File: config.mk
export PLATFORM = sky130hd
export DESIGN_NAME = page_cache_farthest_page_replacement_core
export DESIGN_NICKNAME = d
export VERILOG_FILES = /design/src/rtl/pcfp_pkg.sv /design/src/rtl/pcfp_cell.sv /design/src/rtl/page_cache_farthest_page_replacement_core.sv
export SDC_FILE = /design/constraint.sdc
export NUM_CORES = 1
export LEC_CHECK = 0
export CORE_AREA = 2 2 303 305
export DETAILED_ROUTE_END_ITERATION = 10
export DIE_AREA = 0 0 305 307
export DONT_BUFFER_PORTS = 1
export GPL_ROUTABILITY_DRIVEN = 0
export MAX_ROUTING_LAYER = met4
export PLACE_DENSITY_LB_ADDON = 0.15
export SYNTH_ARGS = -nofsm -noshare
export SYNTH_HDL_FRONTEND = slang
export SYNTH_SLANG_ARGS = --single-unit
File: constraint.sdc
create_clock -name i_clk -period 6.68 [get_ports i_clk]
set_input_delay 1.67 -clock i_clk [delete_from_list [all_inputs] [get_ports i_clk]]
set_output_delay 1.67 -clock i_clk [all_outputs]
set_load 0.01 [all_outputs]
File: src/rtl/pcfp_pkg.sv
// package: sizes, operation codes and the structs shared by the page tag store
`timescale 1ns / 1ps

package pcfp_pkg;

    localparam int SLOTS       = 8;
    localparam int PAGE_BITS   = 16;
    localparam int SLOT_W      = $clog2(SLOTS);
    localparam int OP_W        = 2;
    localparam int PAGE_FIELD_W = 16;
    localparam int SLOT_FIELD_W = 3;

    typedef enum logic [OP_W-1:0] {
        OP_REQUEST = 2'd0,
        OP_DROP    = 2'd1,
        OP_CLEAR   = 2'd2
    } t_op;

    // search token that walks the row of slot cells
    typedef struct packed {
        logic                 active;
        logic [PAGE_BITS-1:0] page;
        logic                 found;
        logic [SLOT_W-1:0]    hit_slot;
        logic                 have_empty;
        logic [SLOT_W-1:0]    empty_slot;
        logic                 have_best;
        logic [PAGE_BITS-1:0] best_dist;
        logic [SLOT_W-1:0]    best_slot;
    } t_probe;

    // state update broadcast to every cell
    typedef struct packed {
        logic                 wr_en;
        logic                 drop_en;
        logic                 clr_all;
        logic [SLOT_W-1:0]    slot;
        logic [PAGE_BITS-1:0] page;
    } t_cmd;

    typedef struct packed {
        logic [SLOT_W-1:0] slot;
        logic              hit;
    } t_result;

endpackage

File: src/rtl/pcfp_cell.sv
// one slot cell: holds a page tag and its valid bit, updates and forwards the search token
`timescale 1ns / 1ps

module pcfp_cell (
    input  logic                          i_clk,
    input  logic                          i_rst_n,
    input  logic [pcfp_pkg::SLOT_W-1:0]   i_idx,
    input  pcfp_pkg::t_cmd                i_cmd,
    input  pcfp_pkg::t_probe              i_probe,
    output pcfp_pkg::t_probe              o_probe
);
    import pcfp_pkg::*;

    logic [PAGE_BITS-1:0] r_page;
    logic                 r_valid;
    logic                 n_valid;
    t_probe               r_probe;
    t_probe               n_probe;
    logic [PAGE_BITS-1:0] w_dist;
    logic                 w_sel;

    assign w_sel  = (i_cmd.slot == i_idx);
    assign w_dist = (r_page >= i_probe.page) ? (r_page - i_probe.page)
                                             : (i_probe.page - r_page);

    always_comb begin
        n_probe = i_probe;
        if (i_probe.active) begin
            if (r_valid && (r_page == i_probe.page) && !i_probe.found) begin
                n_probe.found    = 1'b1;
                n_probe.hit_slot = i_idx;
            end
            if (!r_valid && !i_probe.have_empty) begin
                n_probe.have_empty = 1'b1;
                n_probe.empty_slot = i_idx;
            end
            if (r_valid && (!i_probe.have_best || (w_dist > i_probe.best_dist))) begin
                n_probe.have_best = 1'b1;
                n_probe.best_dist = w_dist;
                n_probe.best_slot = i_idx;
            end
        end
    end

    always_comb begin
        n_valid = r_valid;
        if (i_cmd.clr_all) begin
            n_valid = 1'b0;
        end else if (i_cmd.drop_en && w_sel) begin
            n_valid = 1'b0;
        end else if (i_cmd.wr_en && w_sel) begin
            n_valid = 1'b1;
        end
    end

    always_ff @(posedge i_clk) begin
        if (!i_rst_n) begin
            r_valid <= 1'b0;
        end else begin
            r_valid <= n_valid;
        end
    end

    always_ff @(posedge i_clk) begin
        if (i_cmd.wr_en && w_sel) begin
            r_page <= i_cmd.page;
        end
    end

    always_ff @(posedge i_clk) begin
        if (!i_rst_n) begin
            r_probe.active <= 1'b0;
        end else begin
            r_probe <= n_probe;
        end
    end

    assign o_probe = r_probe;

endmodule

File: src/rtl/page_cache_farthest_page_replacement_core.sv
// top level: tag store of cached page numbers with farthest-page replacement
//
// input channel i_in_valid / o_in_ready carries an operation: request a page,
// drop one slot or clear all slots. only a request gives a result, on the
// output channel o_out_valid / i_out_ready as slot, hit and fill_needed.
// a request enters a row of eight slot cells and moves one cell per cycle;
// each cell checks for a match, an empty slot and the farthest page. when the
// token leaves the row, a miss installs the victim and the result is registered;
// o_out_valid rises and the input opens in the same cycle, unless the result
// goes to the hold register. one request is in the row at a time; drop and
// clear are applied at their transfer edge.
// a finished result waits in the output register while the next item is
// taken; if a second result finishes before the first is taken it waits
// in a hold register and no new item is taken until it moves out.
// reset empties every slot and drops any pending result; page tags are
// not cleared since they are read only behind their valid bits.
`timescale 1ns / 1ps

module page_cache_farthest_page_replacement_core (
    input  logic                                i_clk,
    input  logic                                i_rst_n,
    input  logic                                i_in_valid,
    output logic                                o_in_ready,
    input  logic [pcfp_pkg::OP_W-1:0]           i_operation,
    input  logic [pcfp_pkg::PAGE_FIELD_W-1:0]   i_page_number,
    input  logic [pcfp_pkg::SLOT_FIELD_W-1:0]   i_slot_index,
    output logic                                o_out_valid,
    input  logic                                i_out_ready,
    output logic [pcfp_pkg::SLOT_FIELD_W-1:0]   o_slot,
    output logic                                o_hit,
    output logic                                o_fill_needed
);
    import pcfp_pkg::*;

    t_probe  w_chain [SLOTS+1];
    t_probe  w_exit;
    t_cmd    w_cmd;
    t_result w_res;
    logic    w_accept;
    logic    w_out_free;

    logic    r_inflight;
    logic    n_inflight;
    logic    r_out_valid;
    logic    n_out_valid;
    t_result r_out;
    t_result n_out;
    logic    r_hold_valid;
    logic    n_hold_valid;
    t_result r_hold;
    t_result n_hold;

    assign o_in_ready = !r_inflight && !r_hold_valid;
    assign w_accept   = i_in_valid && o_in_ready;
    assign w_out_free = !r_out_valid || i_out_ready;
    assign w_exit     = w_chain[SLOTS];

    always_comb begin
        w_chain[0]            = '0;
        w_chain[0].active     = w_accept && (i_operation == OP_REQUEST);
        w_chain[0].page       = i_page_number[PAGE_BITS-1:0];
    end

    genvar g;
    generate
        for (g = 0; g < SLOTS; g++) begin : g_cell
            pcfp_cell u_cell (
                .i_clk   (i_clk),
                .i_rst_n (i_rst_n),
                .i_idx   (SLOT_W'(g)),
                .i_cmd   (w_cmd),
                .i_probe (w_chain[g]),
                .o_probe (w_chain[g+1])
            );
        end
    endgenerate

    // slot choice when the token leaves the row: the hit slot, else the victim
    always_comb begin
        w_res.hit = w_exit.found;
        if (w_exit.found) begin
            w_res.slot = w_exit.hit_slot;
        end else if (w_exit.have_empty) begin
            w_res.slot = w_exit.empty_slot;
        end else begin
            w_res.slot = w_exit.best_slot;
        end
    end

    always_comb begin
        w_cmd         = '0;
        w_cmd.wr_en   = w_exit.active && !w_exit.found;
        w_cmd.page    = w_exit.page;
        w_cmd.slot    = w_res.slot;
        if (w_accept) begin
            case (i_operation)
                OP_DROP: begin
                    w_cmd.drop_en = (int'(i_slot_index) < SLOTS);
                    w_cmd.slot    = i_slot_index[SLOT_W-1:0];
                end
                OP_CLEAR: begin
                    w_cmd.clr_all = 1'b1;
                end
                default: begin
                end
            endcase
        end
    end

    always_comb begin
        n_out_valid  = r_out_valid && !i_out_ready;
        n_out        = r_out;
        n_hold_valid = r_hold_valid;
        n_hold       = r_hold;
        if (r_hold_valid && w_out_free) begin
            n_out_valid  = 1'b1;
            n_out        = r_hold;
            n_hold_valid = 1'b0;
        end else if (w_exit.active) begin
            if (w_out_free) begin
                n_out_valid = 1'b1;
                n_out       = w_res;
            end else begin
                n_hold_valid = 1'b1;
                n_hold       = w_res;
            end
        end
    end

    always_comb begin
        n_inflight = r_inflight;
        if (w_exit.active) begin
            n_inflight = 1'b0;
        end else if (w_accept && (i_operation == OP_REQUEST)) begin
            n_inflight = 1'b1;
        end
    end

    always_ff @(posedge i_clk) begin
        if (!i_rst_n) begin
            r_inflight   <= 1'b0;
            r_out_valid  <= 1'b0;
            r_hold_valid <= 1'b0;
        end else begin
            r_inflight   <= n_inflight;
            r_out_valid  <= n_out_valid;
            r_hold_valid <= n_hold_valid;
        end
    end

    always_ff @(posedge i_clk) begin
        r_out  <= n_out;
        r_hold <= n_hold;
    end

    assign o_out_valid   = r_out_valid;
    assign o_slot        = SLOT_FIELD_W'(r_out.slot);
    assign o_hit         = r_out.hit;
    assign o_fill_needed = !r_out.hit;

endmodule

==> Word level (Yosys, flattened, before mapping) <==
Cells that the tools add are included.
Widths: inputs -> output; s select.
{ "totals": {"inputBits": 25, "register_bits": 490} }
{ "op_classes": {"magnitude_cmp": 15, "muxes": 51, "n_reduce_logical": 111, "add_sub_neg": 16, "eq_ne": 17, "bitwise": 3} }
{ "ops": {"columns": ["cell", "n"], "rows": [
  ["$sub 16x16->16", 16],
  ["$mux 28", 7],
  ["$mux 20", 8],
  ["$eq 16x16->1", 8],
  ["$ge 16x16->1", 8],
  ["$mux 16", 8],
  ["$gt 16x16->1", 7],
  ["$mux 4", 19],
  ["$logic_and 1x1->1", 51],
  ["$logic_not 1->1", 34],
  ["$reduce_or 3->1", 8],
  ["$eq 3x3->1 const B", 4],
  ["$mux 3", 3],
  ["$logic_or 1x1->1", 8],
  ["$eq 3x2->1 const B", 2],
  ["$reduce_and 2->1", 3],
  ["$mux 1", 5],
  ["$mux 5", 1],
  ["$reduce_bool 2->1", 2],
  ["$reduce_or 2->1", 2],
  ["$eq 3x1->1 const B", 1],
  ["$logic_not 3->1", 1],
  ["$not 1->1", 3],
  ["$reduce_and 3->1", 1],
  ["3 further kinds", 3]
]} }

==> Longest topological paths before layout <==
Gate-level depths: netlist (run 1).
{ "logic_depth": {"word_depth": 7, "depth_mapped": 24, "depth_no_buf": 21} }

==> Modules after synthesis <==
From an unflattened synthesis (run 1), not the netlist that was laid out.
{ "hier_totals": {"cells_unflattened": 3353, "area_unflattened_um2": 35545.3} }
{ "modules_own_cells": {"columns": ["module", "area_each_um2", "seq_area_each_um2", "cells_each", "n_inst"], "rows": [
  ["pcfp_cell (g_cell[5].u_cell ...)", 4372.9, 1841.8, 411, 3],
  ["pcfp_cell (g_cell[2].u_cell ...)", 4349.2, 1841.8, 418, 2],
  ["pcfp_cell (g_cell[4].u_cell)", 4479.3, 1841.8, 408, 1],
  ["pcfp_cell (g_cell[1].u_cell)", 4395.5, 1841.8, 427, 1],
  ["pcfp_cell (g_cell[0].u_cell)", 4306.6, 1841.8, 403, 1],
  ["page_cache_farthest_page_replacement_core", 546.8, 300.3, 46, 1]
]} }

==> Least setup slack after synthesis (run 1) <==
OpenSTA, ideal clock, no wires.
{ "synth_path": {"path_kind": "reg2reg", "from": "register g_cell[2].u_cell.r_page[0]", "to": "register g_cell[2].u_cell.r_probe, in the netlist g_cell[2].u_cell.o_probe[10], data pin", "period_less_slack_ns": 5.129, "n_path_buf": 2, "slack_ns": 1.551, "t_arrival_ns": 4.869, "setup_ns": 0.260, "path_stages_with_launch": 22, "required_time_ns": 6.420, "path_cell_list": "edfxtp_1 -> inv_1 -> ha_1 -> inv_1 -> fa_1 -> a211oi_1 -> nor2_1 -> o41ai_2 -> o31ai_1 -> a2111oi_4 -> buf_6 -> mux2i_1 -> xnor2_1 -> ha_1 -> and3_1 -> nand3_1 -> nor4_1 -> a211oi_1 -> a31o_2 -> clkinv_1 -> buf_1 -> mux2_2"} }
{ "synth_lines": {"columns": ["item", "line", "text"], "rows": [
  ["start, declared", "pcfp_cell.sv:14", "logic [PAGE_BITS-1:0] r_page;"],
  ["start signal, assigned", "pcfp_cell.sv:66", "r_page <= i_cmd.page;"],
  ["end signal, assigned", "pcfp_cell.sv:74", "r_probe <= n_probe;"],
  ["end, declared", "pcfp_cell.sv:17", "t_probe r_probe;"]
]} }

==> results_dict.tcl, run 1 <==
set metrics [dict create \
    holdBufCountCts 0 \
    power_w 0.00768 \
    synth_ff_type "edfxtp_1" \
    critPathCaptureType "flop" \
    dp.cells 4130 \
    drtIter0Drc 1743 \
    fmax_mhz 173 \
    layout-drive-gt1-share_pct 8.99 \
    slew_headroom_pct 21.5 \
    io_buffers 0 \
    path_class "flop to flop" \
    die_area_sq_mm 0.0936 \
    cts_max_level 2 \
    start_util_pct 34.7 \
    die_h_um 307 \
    layout_setup_ws_ns 0.909 \
    hold_viol 0 \
    hold_slack_ns 0.448 \
    crit_path_end "g_cell[2].u_cell.o_probe[15]" \
    clock_path_buffers 3 \
    rr_worst_depth 20 \
    hold_class "flop to flop" \
    cp_data_required_time_ns 7.07 \
    grt_usage_pct 19.3 \
    skew_ns 0.0276 \
    grt_max_degree 327 \
    grt_pass1_vias 22000 \
    worstReg2RegEnd "g_cell[2].u_cell.o_probe[15]" \
    yosys-top-cells-area "edfxtp_1, ha_1, inv_1, a21oi_1, mux2_2" \
    synth.top_cell.area_share_pct 42.9 \
    path_cells "inv_1 -> ha_1 -> inv_1 -> fa_1 -> a211oi_1 -> nor2_1 -> o41ai_2 -> o31ai_1 -> a2111oi_4 -> mux2_2 -> xnor2_1 -> ha_1 -> and3_1 -> nand3_1 -> nor4_1 -> nand2_1 -> nand4_1 -> a31o_2 -> clkinv_1 -> mux2_2" \
    drtAntennaViolNets 0 \
    worst_pin_slew_ns 1.18 \
    synth_largest_area_cell "edfxtp_1" \
    seq_area_frac_synth_pct 44.1 \
    wl_um 88900 \
    synth_fp_nets 3417 \
    cts.clk_slew.worst_paths_ns 0.06 \
    peakVddDrop_mv 0.212 \
    via_per_inst 5.29 \
    grt_overflow_total 0 \
    drc_errors 0 \
    antenna_found_initial 11 \
    crit_fanout 15 \
    synth-edff-count 450 \
    synth.cells.most_frequent "edfxtp_1, inv_1, ha_1" \
    area_delta_synth_final_pct 9.97 \
    cts_tree "yes" \
    ys_types 89 \
    cp.arrival_ns 6.16 \
    via_count 22400 \
    maxSlewViolCount 0 \
    fin_setup_tns_ns 0 \
    maxCapViolCount 0 \
    fin_crit_sh_pct 86.4 \
    path_buf_inv 3 \
    cts-root-buf "clkbuf_16" \
    startpoint "g_cell[2].u_cell.r_page[0]" \
    synthCells 3016 \
    rows 111 \
    status "finished, final reports clean" \
    cts_setup_buffers 0 \
    path_depth 20 \
    num-fill-cells 8856 \
    fp.dieW_um 305 \
    syn_area_sq_mm 0.0315 \
    cts_buffers 56 \
    r2r_slack_ns 0.91 \
    setup_viol 0 \
    syn_avg_cell_area_sq_um 10.4 \
    fin_cells 4236 \
    yosys.cell_count.top_type "edfxtp_1" \
    core_sq_mm 0.0907 \
    critical_path.max_stage_delay_ns 0.74 \
    ys_warn_count 0 \
    p_leak_nw 14.9 \
    numClockSinks 469 \
    dp_hpwl_um 67100 \
    power_per_cell_area_mw_per_mm2 222 \
    post-place-ws_ns 0.884 \
    slowest_stage "a2111oi_4" \
    dr.pass1.iters 5 \
    ioPinCount 32 \
    grt_pass1_wl_um 134000 \
    synth-async-reset-ratio_pct 0 \
    period_needed_ns 5.77 \
    synth-seq-cells 469 \
    wl_per_cell_um 21.0 \
    start_kind "flop" \
    timing.rr.start "g_cell[2].u_cell.r_page[0]" \
    rsz0062_at_grt "no" \
    insertion_delay_ns 0.64 \
    nets 3403 \
    ctsResizeCount 0 \
    cpLargestDelayFamily "compound AO/OA/AOI/OAI gates" \
]
sequential cells by signal, summed over array words and instances (netlist names):
| name | cells |
|---|---|
| g_cell.u_cell.r_valid | 8 |
| o_hit | 1 |
| r_hold | 4 |
| r_inflight | 1 |
| r_hold_valid | 1 |
| o_slot | 3 |
| o_out_valid | 1 |
| g_cell.u_cell.r_page | 128 |
| g_cell.u_cell.o_probe | 322 |
area by class of cell:
type | count | area (sq um) | area share [%]
diodes | 3 | 7.51 | 0.0217
clock buffers | 67 | 1470 | 4.25
clock inverters | 36 | 404 | 1.17
inverters | 428 | 1610 | 4.64
multi-input cells | 2017 | 15500 | 44.9
flip-flops and latches | 469 | 13900 | 40.1
well taps | 1186 | 1480 | 4.28
repair buffers | 30 | 225 | 0.650
per-stage QoR:
stage	cell area [sq um]	util, %
6_report	34600	38.2
5_1_grt	34600	38.2
4_1_cts	34600	38.2
3_5_place_dp	32800	36.1
3_3_place_gp	32800	36.1
2_1_floorplan	31500	-
how the worst min path moves through the flow:
| stage | cells past startpoint | slack [ns] | startpoint | end |
|---|---|---|---|---|
| 2_1_floorplan | 0 | 0.43 | g_cell[0].u_cell.o_probe[43] | g_cell[1].u_cell.o_probe[43] |
| 3_3_place_gp | 0 | 0.44 | g_cell[2].u_cell.o_probe[43] | g_cell[3].u_cell.o_probe[43] |
| 3_5_place_dp | 0 | 0.43 | g_cell[6].u_cell.o_probe[43] | g_cell[7].u_cell.o_probe[43] |
| 4_1_cts | 0 | 0.45 | g_cell[6].u_cell.o_probe[43] | g_cell[7].u_cell.o_probe[43] |
| 5_1_grt | 0 | 0.47 | g_cell[6].u_cell.o_probe[43] | g_cell[7].u_cell.o_probe[43] |
| 6_report | 0 | 0.45 | g_cell[6].u_cell.o_probe[43] | g_cell[7].u_cell.o_probe[43] |
cell usage in the layout (no fill, tap or decap), types with 17 or more instances in the layout:
cell type	count
nand2_1	149
edfxtp_1	450
a31oi_1	23
buf_4	30
ha_1	360
xor2_1	45
mux2_2	97
clkbuf_16	56
a21o_1	99
nand4_1	42
xnor2_1	65
o211ai_1	24
o21bai_1	19
and3_1	17
or2_2	30
a21oi_1	224
nor2_1	151
o21ai_0	121
a211oi_1	30
nor2b_1	42
inv_1	426
o21a_1	26
nand2b_1	53
dfxtp_1	19
nand3_1	37
nor3_1	38
mux2i_1	54
and2_1	33
where the power goes:
group	switching (W)	internal, W	leakage [nW]
combinational	0.000636	0.000452	9.49
sequential	0.000127	0.00335	4.48
clock	0.00130	0.00181	0.892
metal layers:
metal  GRT usage, %  up-vias  part of all wire, %
met4           5.13        0                  2.4
met3           1.97      136                  4.1
met1           24.4    10900                   44
met2           32.9      580                   49
met5              -        -                    0
li1               -    10800                    -
worst reg2reg max path, delay by kind of cell, from the launching register on:
family          cells  cell delay [ns]
xor+xnor            1             0.15
flops               1             0.39
compound gates      5             1.71
simple gates        6             0.90
buf+inv             3             0.60
mux                 2             0.89
fa+ha+maj           3             0.87
kinds of logic (layout without fill, tap and decap cells):
| family | after synthesis | in the layout | share of synthesized area (%) |
|---|---|---|---|
| xor+xnor | 110 | 110 | 3.06 |
| compound gates | 732 | 732 | 15.4 |
| other cells | 0 | 3 | 0 |
| fa+ha+maj | 376 | 376 | 15.3 |
| mux | 151 | 151 | 5.18 |
| buf+inv | 530 | 561 | 6.55 |
| simple gates | 648 | 648 | 10.4 |
| flops | 469 | 469 | 44.1 |
No activity file was read; power rests on OpenSTA's default activity.
==> run 2, diff against run 1 <==
CORE_AREA = 2 2 230 402   (was 2 2 303 305)
DIE_AREA = 0 0 232 404   (was 0 0 305 307)
==> results_dict.tcl, run 2 (synthesis gave the netlist of run 1 again) <==
set metrics [dict create \
    rows 146 \
    hold_viol 0 \
    num-fill-cells 8747 \
    start_util_pct 34.8 \
    p_switching_w 0.00206 \
    fin_crit_sh_pct 92.7 \
    path_buf_inv 2 \
    internal_power_w 0.00539 \
    multi_input_area_sq_mm 0.0155 \
    cts_buffers 49 \
    final_common_cell "edfxtp_1" \
    nets 3399 \
    grt_pass1_wl_um 146000 \
    pwr-share-comb_pct 15.1 \
    cp_data_required_time_ns 7.04 \
    p_sw_share_pct 27.6 \
    skew_ns 0.0319 \
    critical_path.max_stage_delay_ns 1.02 \
    core_sq_mm 0.0904 \
    fin_setup_tns_ns 0 \
    whs_path_depth 0 \
    setup_viol 0 \
    rsz0062_at_grt "no" \
    grt_max_degree 327 \
    cts_setup_buffers 0 \
    cts_tree "yes" \
    numClockSinks 469 \
    worst_pin_slew_ns 1.27 \
    p_leak_nw 14.8 \
    cp.arrival_ns 6.56 \
    via_per_inst 5.35 \
    insertion_delay_ns 0.64 \
    cts.clk_slew.worst_paths_ns 0.07 \
    die_area_sq_mm 0.0937 \
    r2r_slack_ns 0.49 \
    fmax_mhz 161 \
    path_class "flop to flop" \
    die_h_um 404 \
    slew_headroom_pct 15.5 \
    peakVddDrop_mv 0.222 \
    dr.pass1.iters 6 \
    ctsResizeCount 0 \
    slowest_stage "o21ai_2" \
    path_cells "inv_1 -> ha_1 -> nand3_1 -> nor3_1 -> a2111oi_1 -> o21ai_2 -> inv_1 -> a221oi_1 -> xnor2_1 -> ha_1 -> nand3_1 -> nor4_1 -> nand2_1 -> nand4_1 -> a21o_1 -> mux2_2" \
    fp.dieW_um 232 \
    largest_reg_flops 322 \
    critPathCaptureType "flop" \
    seqPwrFrac_pct 46.8 \
    area_delta_synth_final_pct 9.28 \
    crit_fanout 26 \
    drc_errors 0 \
    wl_per_cell_um 23.4 \
    worstHoldStart "g_cell[6].u_cell.o_probe[43]" \
    status "finished, final reports clean" \
    timing.rr.start "g_cell[2].u_cell.o_probe[33]" \
    layout_common_cells "edfxtp_1, inv_1, ha_1" \
    power_per_cell_area_mw_per_mm2 217 \
    layout_setup_ws_ns 0.487 \
    io_buffers 0 \
    layout-drive-gt1-share_pct 8.85 \
    clock_path_buffers 3 \
    post-place-ws_ns 0.682 \
    start_kind "flop" \
    wl_um 98900 \
    cts-root-buf "clkbuf_16" \
    grt_overflow_total 0 \
    ioPinCount 32 \
    via_count 22600 \
    ff_latch_area_sq_mm 0.0139 \
    min_to "g_cell[7].u_cell.o_probe[43]" \
    power.share.clock_pct 38.1 \
    dp_hpwl_um 76300 \
    drtIter0Drc 1379 \
    maxCapViolCount 0 \
    drtAntennaViolNets 0 \
    hold_class "flop to flop" \
    cts_max_level 2 \
    cpLargestDelayFamily "compound AO/OA/AOI/OAI gates" \
    grt_pass1_vias 23600 \
    rr_worst_depth 16 \
    holdBufCountCts 0 \
    worstReg2RegEnd "g_cell[3].u_cell.o_probe[8]" \
    maxSlewViolCount 0 \
    antenna_found_initial 11 \
    grt_usage_pct 21.7 \
    period_needed_ns 6.19 \
]
[run 2: worst max path at each step]
stage / from / endpoint / cells after the start
after floorplan: g_cell[2].u_cell.r_page[0] / g_cell[2].u_cell.o_probe[10] / 21
final: g_cell[2].u_cell.o_probe[33] / g_cell[3].u_cell.o_probe[8] / 16
after CTS: g_cell[2].u_cell.o_probe[33] / g_cell[3].u_cell.o_probe[8] / 16
after global routing: g_cell[2].u_cell.o_probe[40] / g_cell[3].u_cell.o_probe[5] / 16
after detailed placement: g_cell[2].u_cell.o_probe[34] / g_cell[3].u_cell.o_probe[8] / 16
after global placement: g_cell[2].u_cell.o_probe[34] / g_cell[3].u_cell.o_probe[5] / 16
[run 2: through the flow]
stage | instances | power, W | util [%] | hold WS [ns] | instance area (sq um)
2_1_floorplan | 3016 | 0.00428 | - | 0.426 | 31500
3_3_place_gp | 4131 | 0.00464 | 36.3 | 0.438 | 32800
3_5_place_dp | 4131 | 0.00467 | 36.3 | 0.435 | 32800
4_1_cts | 4222 | 0.00754 | 38.1 | 0.451 | 34400
5_1_grt | 4222 | 0.00777 | 38.1 | 0.458 | 34400
6_report | 4226 | 0.00745 | 38.1 | 0.448 | 34400
[run 2: area by class of cell]
type                            count  share of cell area [%]
Tap cell                         1184                    4.30
Multi-Input combinational cell   2017                    45.2
Clock inverter                     32                   0.952
Clock buffer                       59                    3.76
Sequential cell                   469                    40.4
Inverter                          428                    4.67
Timing Repair Buffer               33                   0.756
Antenna cell                        4                  0.0291
[run 2: power by group through the flow]
stage | combinational (W) | clock [W] | sequential, W
finish | 0.00113 | 0.00284 | 0.00349
detailed placement | 0.00112 | 0 | 0.00355
global placement | 0.00109 | 0 | 0.00355
global route | 0.00125 | 0.00302 | 0.00349
CTS | 0.00112 | 0.00293 | 0.00349
floorplan | 0.000821 | 0 | 0.00346
[run 2: layer usage]
metal	track usage (%)	part of all wire [%]
met5	-	0
met4	16.1	8.7
met3	2.82	3.8
met2	41.7	55
met1	18.9	32
==> run 3, diff against run 2 <==
CTS_CLUSTER_SIZE = 8   (was unset)
clock period = 5.94 ns   (was 6.68 ns; I/O delays follow)
==> results_dict.tcl, run 3 (synthesis gave the netlist of run 1 again) <==
set metrics [dict create \
    antenna_found_initial 9 \
    hold_class "flop to flop" \
    slew_headroom_pct 16.4 \
    nets 3438 \
    maxCapViolCount 0 \
    p_leak_nw 15.0 \
    cp.arrival_ns 6.02 \
    ioPinCount 32 \
    grt_overflow_total 0 \
    power_per_cell_area_mw_per_mm2 255 \
    period_needed_ns 5.66 \
    path_cells "inv_1 -> ha_1 -> a21oi_1 -> o21ai_0 -> a221oi_2 -> o211a_1 -> mux2_2 -> ha_1 -> nor2b_1 -> o21a_1 -> o21a_1 -> o21ai_0 -> a311oi_1 -> o21ai_2 -> buf_4 -> mux2_2" \
    grt_pass1_wl_um 147000 \
    setup_viol 0 \
    layout_common_cells "edfxtp_1, inv_1, ha_1" \
    crit_fanout 20 \
    wl_um 100000 \
    pwr-share-comb_pct 14.5 \
    drc_errors 0 \
    drtIter0Drc 1345 \
    layout-drive-gt1-share_pct 9.40 \
    rsz0062_at_grt "no" \
    area_delta_synth_final_pct 10.7 \
    dr.pass1.iters 6 \
    wl_per_cell_um 23.5 \
    grt_max_degree 327 \
    largest_reg_flops 322 \
    peakVddDrop_mv 0.226 \
    cp_data_required_time_ns 6.30 \
    power_w 0.00888 \
    via_count 22800 \
    start_util_pct 34.8 \
    holdBufCountCts 0 \
    power.share.clock_pct 41.4 \
    slowest_stage "a221oi_2" \
    grt_pass1_vias 23900 \
    hold_viol 0 \
    cts-root-buf "clkbuf_16" \
    numClockSinks 469 \
    via_per_inst 5.36 \
    cts.clk_slew.worst_paths_ns 0.05 \
    maxSlewViolCount 0 \
    io_buffers 0 \
    fp.dieW_um 232 \
    p_switching_w 0.00242 \
    fin_setup_tns_ns 0 \
    fin_crit_sh_pct 95.3 \
    internal_power_w 0.00645 \
    path_class "flop to flop" \
    cts_tree "yes" \
    dp_hpwl_um 76500 \
    clock_path_buffers 3 \
    core_sq_mm 0.0904 \
    fmax_mhz 177 \
    seqPwrFrac_pct 44.2 \
    critical_path.max_stage_delay_ns 0.65 \
    cts_buffers 68 \
    critPathCaptureType "flop" \
    cts_max_level 3 \
    status "finished, final reports clean" \
    p_sw_share_pct 27.3 \
    worst_pin_slew_ns 1.25 \
    place_area_sq_mm 0.0329 \
    dp.cells 4146 \
    final_core_util_pct 38.6 \
    grt_usage_pct 22.1 \
    drtAntennaViolNets 0 \
    die_h_um 404 \
    insertion_delay_ns 0.64 \
    rows 146 \
    final_area_sq_mm 0.0349 \
    die_area_sq_mm 0.0937 \
    skew_ns 0.0349 \
    final_common_cell "edfxtp_1" \
    start_kind "flop" \
    fin_cells 4260 \
]
## run 3: cell types whose count changed in the layout (fill, tap and decap cells not counted), moves of 2 or more
| cell | delta |
|---|---|
| clkinvlp_4 | -5 |
| buf_4 | +21 |
| clkinv_1 | -6 |
| clkbuf_1 | +22 |
| bufinv_16 | -5 |
| clkinv_4 | -2 |
| inv_6 | +2 |
| clkbuf_16 | +19 |
| clkinv_2 | -11 |
## run 3: metrics by stage
step,hold slack [ns],setup WS [ns]
2_1_floorplan,0.426,0.811
3_3_place_gp,0.445,0.00184
3_5_place_dp,0.444,-0.0405
4_1_cts,0.455,0.171
5_1_grt,0.464,0.0133
6_report,0.459,0.279
## run 3: layout make-up
class                           instances  area (sq um)
Antenna cell                            3          7.51
Clock inverter                          6          96.3
Multi-Input combinational cell       2017         15500
Timing Repair Buffer                   53           398
Inverter                              428          1610
Fill cell                            8772         55500
Tap cell                             1184          1480
Sequential cell                       469         13900
Clock buffer                          100          1850
## run 3: path summary, 6_finish.rpt
| path | slack, ns | end | startpoint | cells after the start |
|---|---|---|---|---|
| max | 0.28 | g_cell[5].u_cell.o_probe[8] | g_cell[4].u_cell.o_probe[37] | 16 |
| min | 0.46 | g_cell[4].u_cell.o_probe[43] | g_cell[3].u_cell.o_probe[43] | 0 |
| max reg2reg | 0.28 | g_cell[5].u_cell.o_probe[8] | g_cell[4].u_cell.o_probe[37] | 16 |
| min reg2reg | 0.46 | g_cell[4].u_cell.o_probe[43] | g_cell[3].u_cell.o_probe[43] | 0 |
## run 3: worst max-delay path: cells and delay by family, from the launching register on
kind,cells,cell delay [ns]
simple gates,1,0.13
compound gates,9,2.91
mux,2,0.81
flops,1,0.45
fa+ha+maj,2,0.71
buf+inv,2,0.37
## run 3: power by group through the flow
stage / sequential [W] / clock [W] / combinational, W
global route: 0.00393 / 0.00390 / 0.00143
finish: 0.00392 / 0.00367 / 0.00129
global placement: 0.00399 / 0 / 0.00125
CTS: 0.00392 / 0.00380 / 0.00128
floorplan: 0.00389 / 0 / 0.000923
detailed placement: 0.00399 / 0 / 0.00127
## run 3: repair_timing
action,4_1_cts,5_1_grt
endpoints found under the setup margin,11,41
pin swaps,0,1
buffers inserted,0,5
resized for setup,1,1
## run 3: metal layers
layer / wire length (um) / vias to the layer above / global-route usage (%)
li1: - / 10800 / -
met1: 32700 / 11100 / 19.4
met2: 54800 / 642 / 41.6
met3: 3630 / 305 / 3.32
met4: 8850 / 0 / 16.7
met5: 0 / - / -
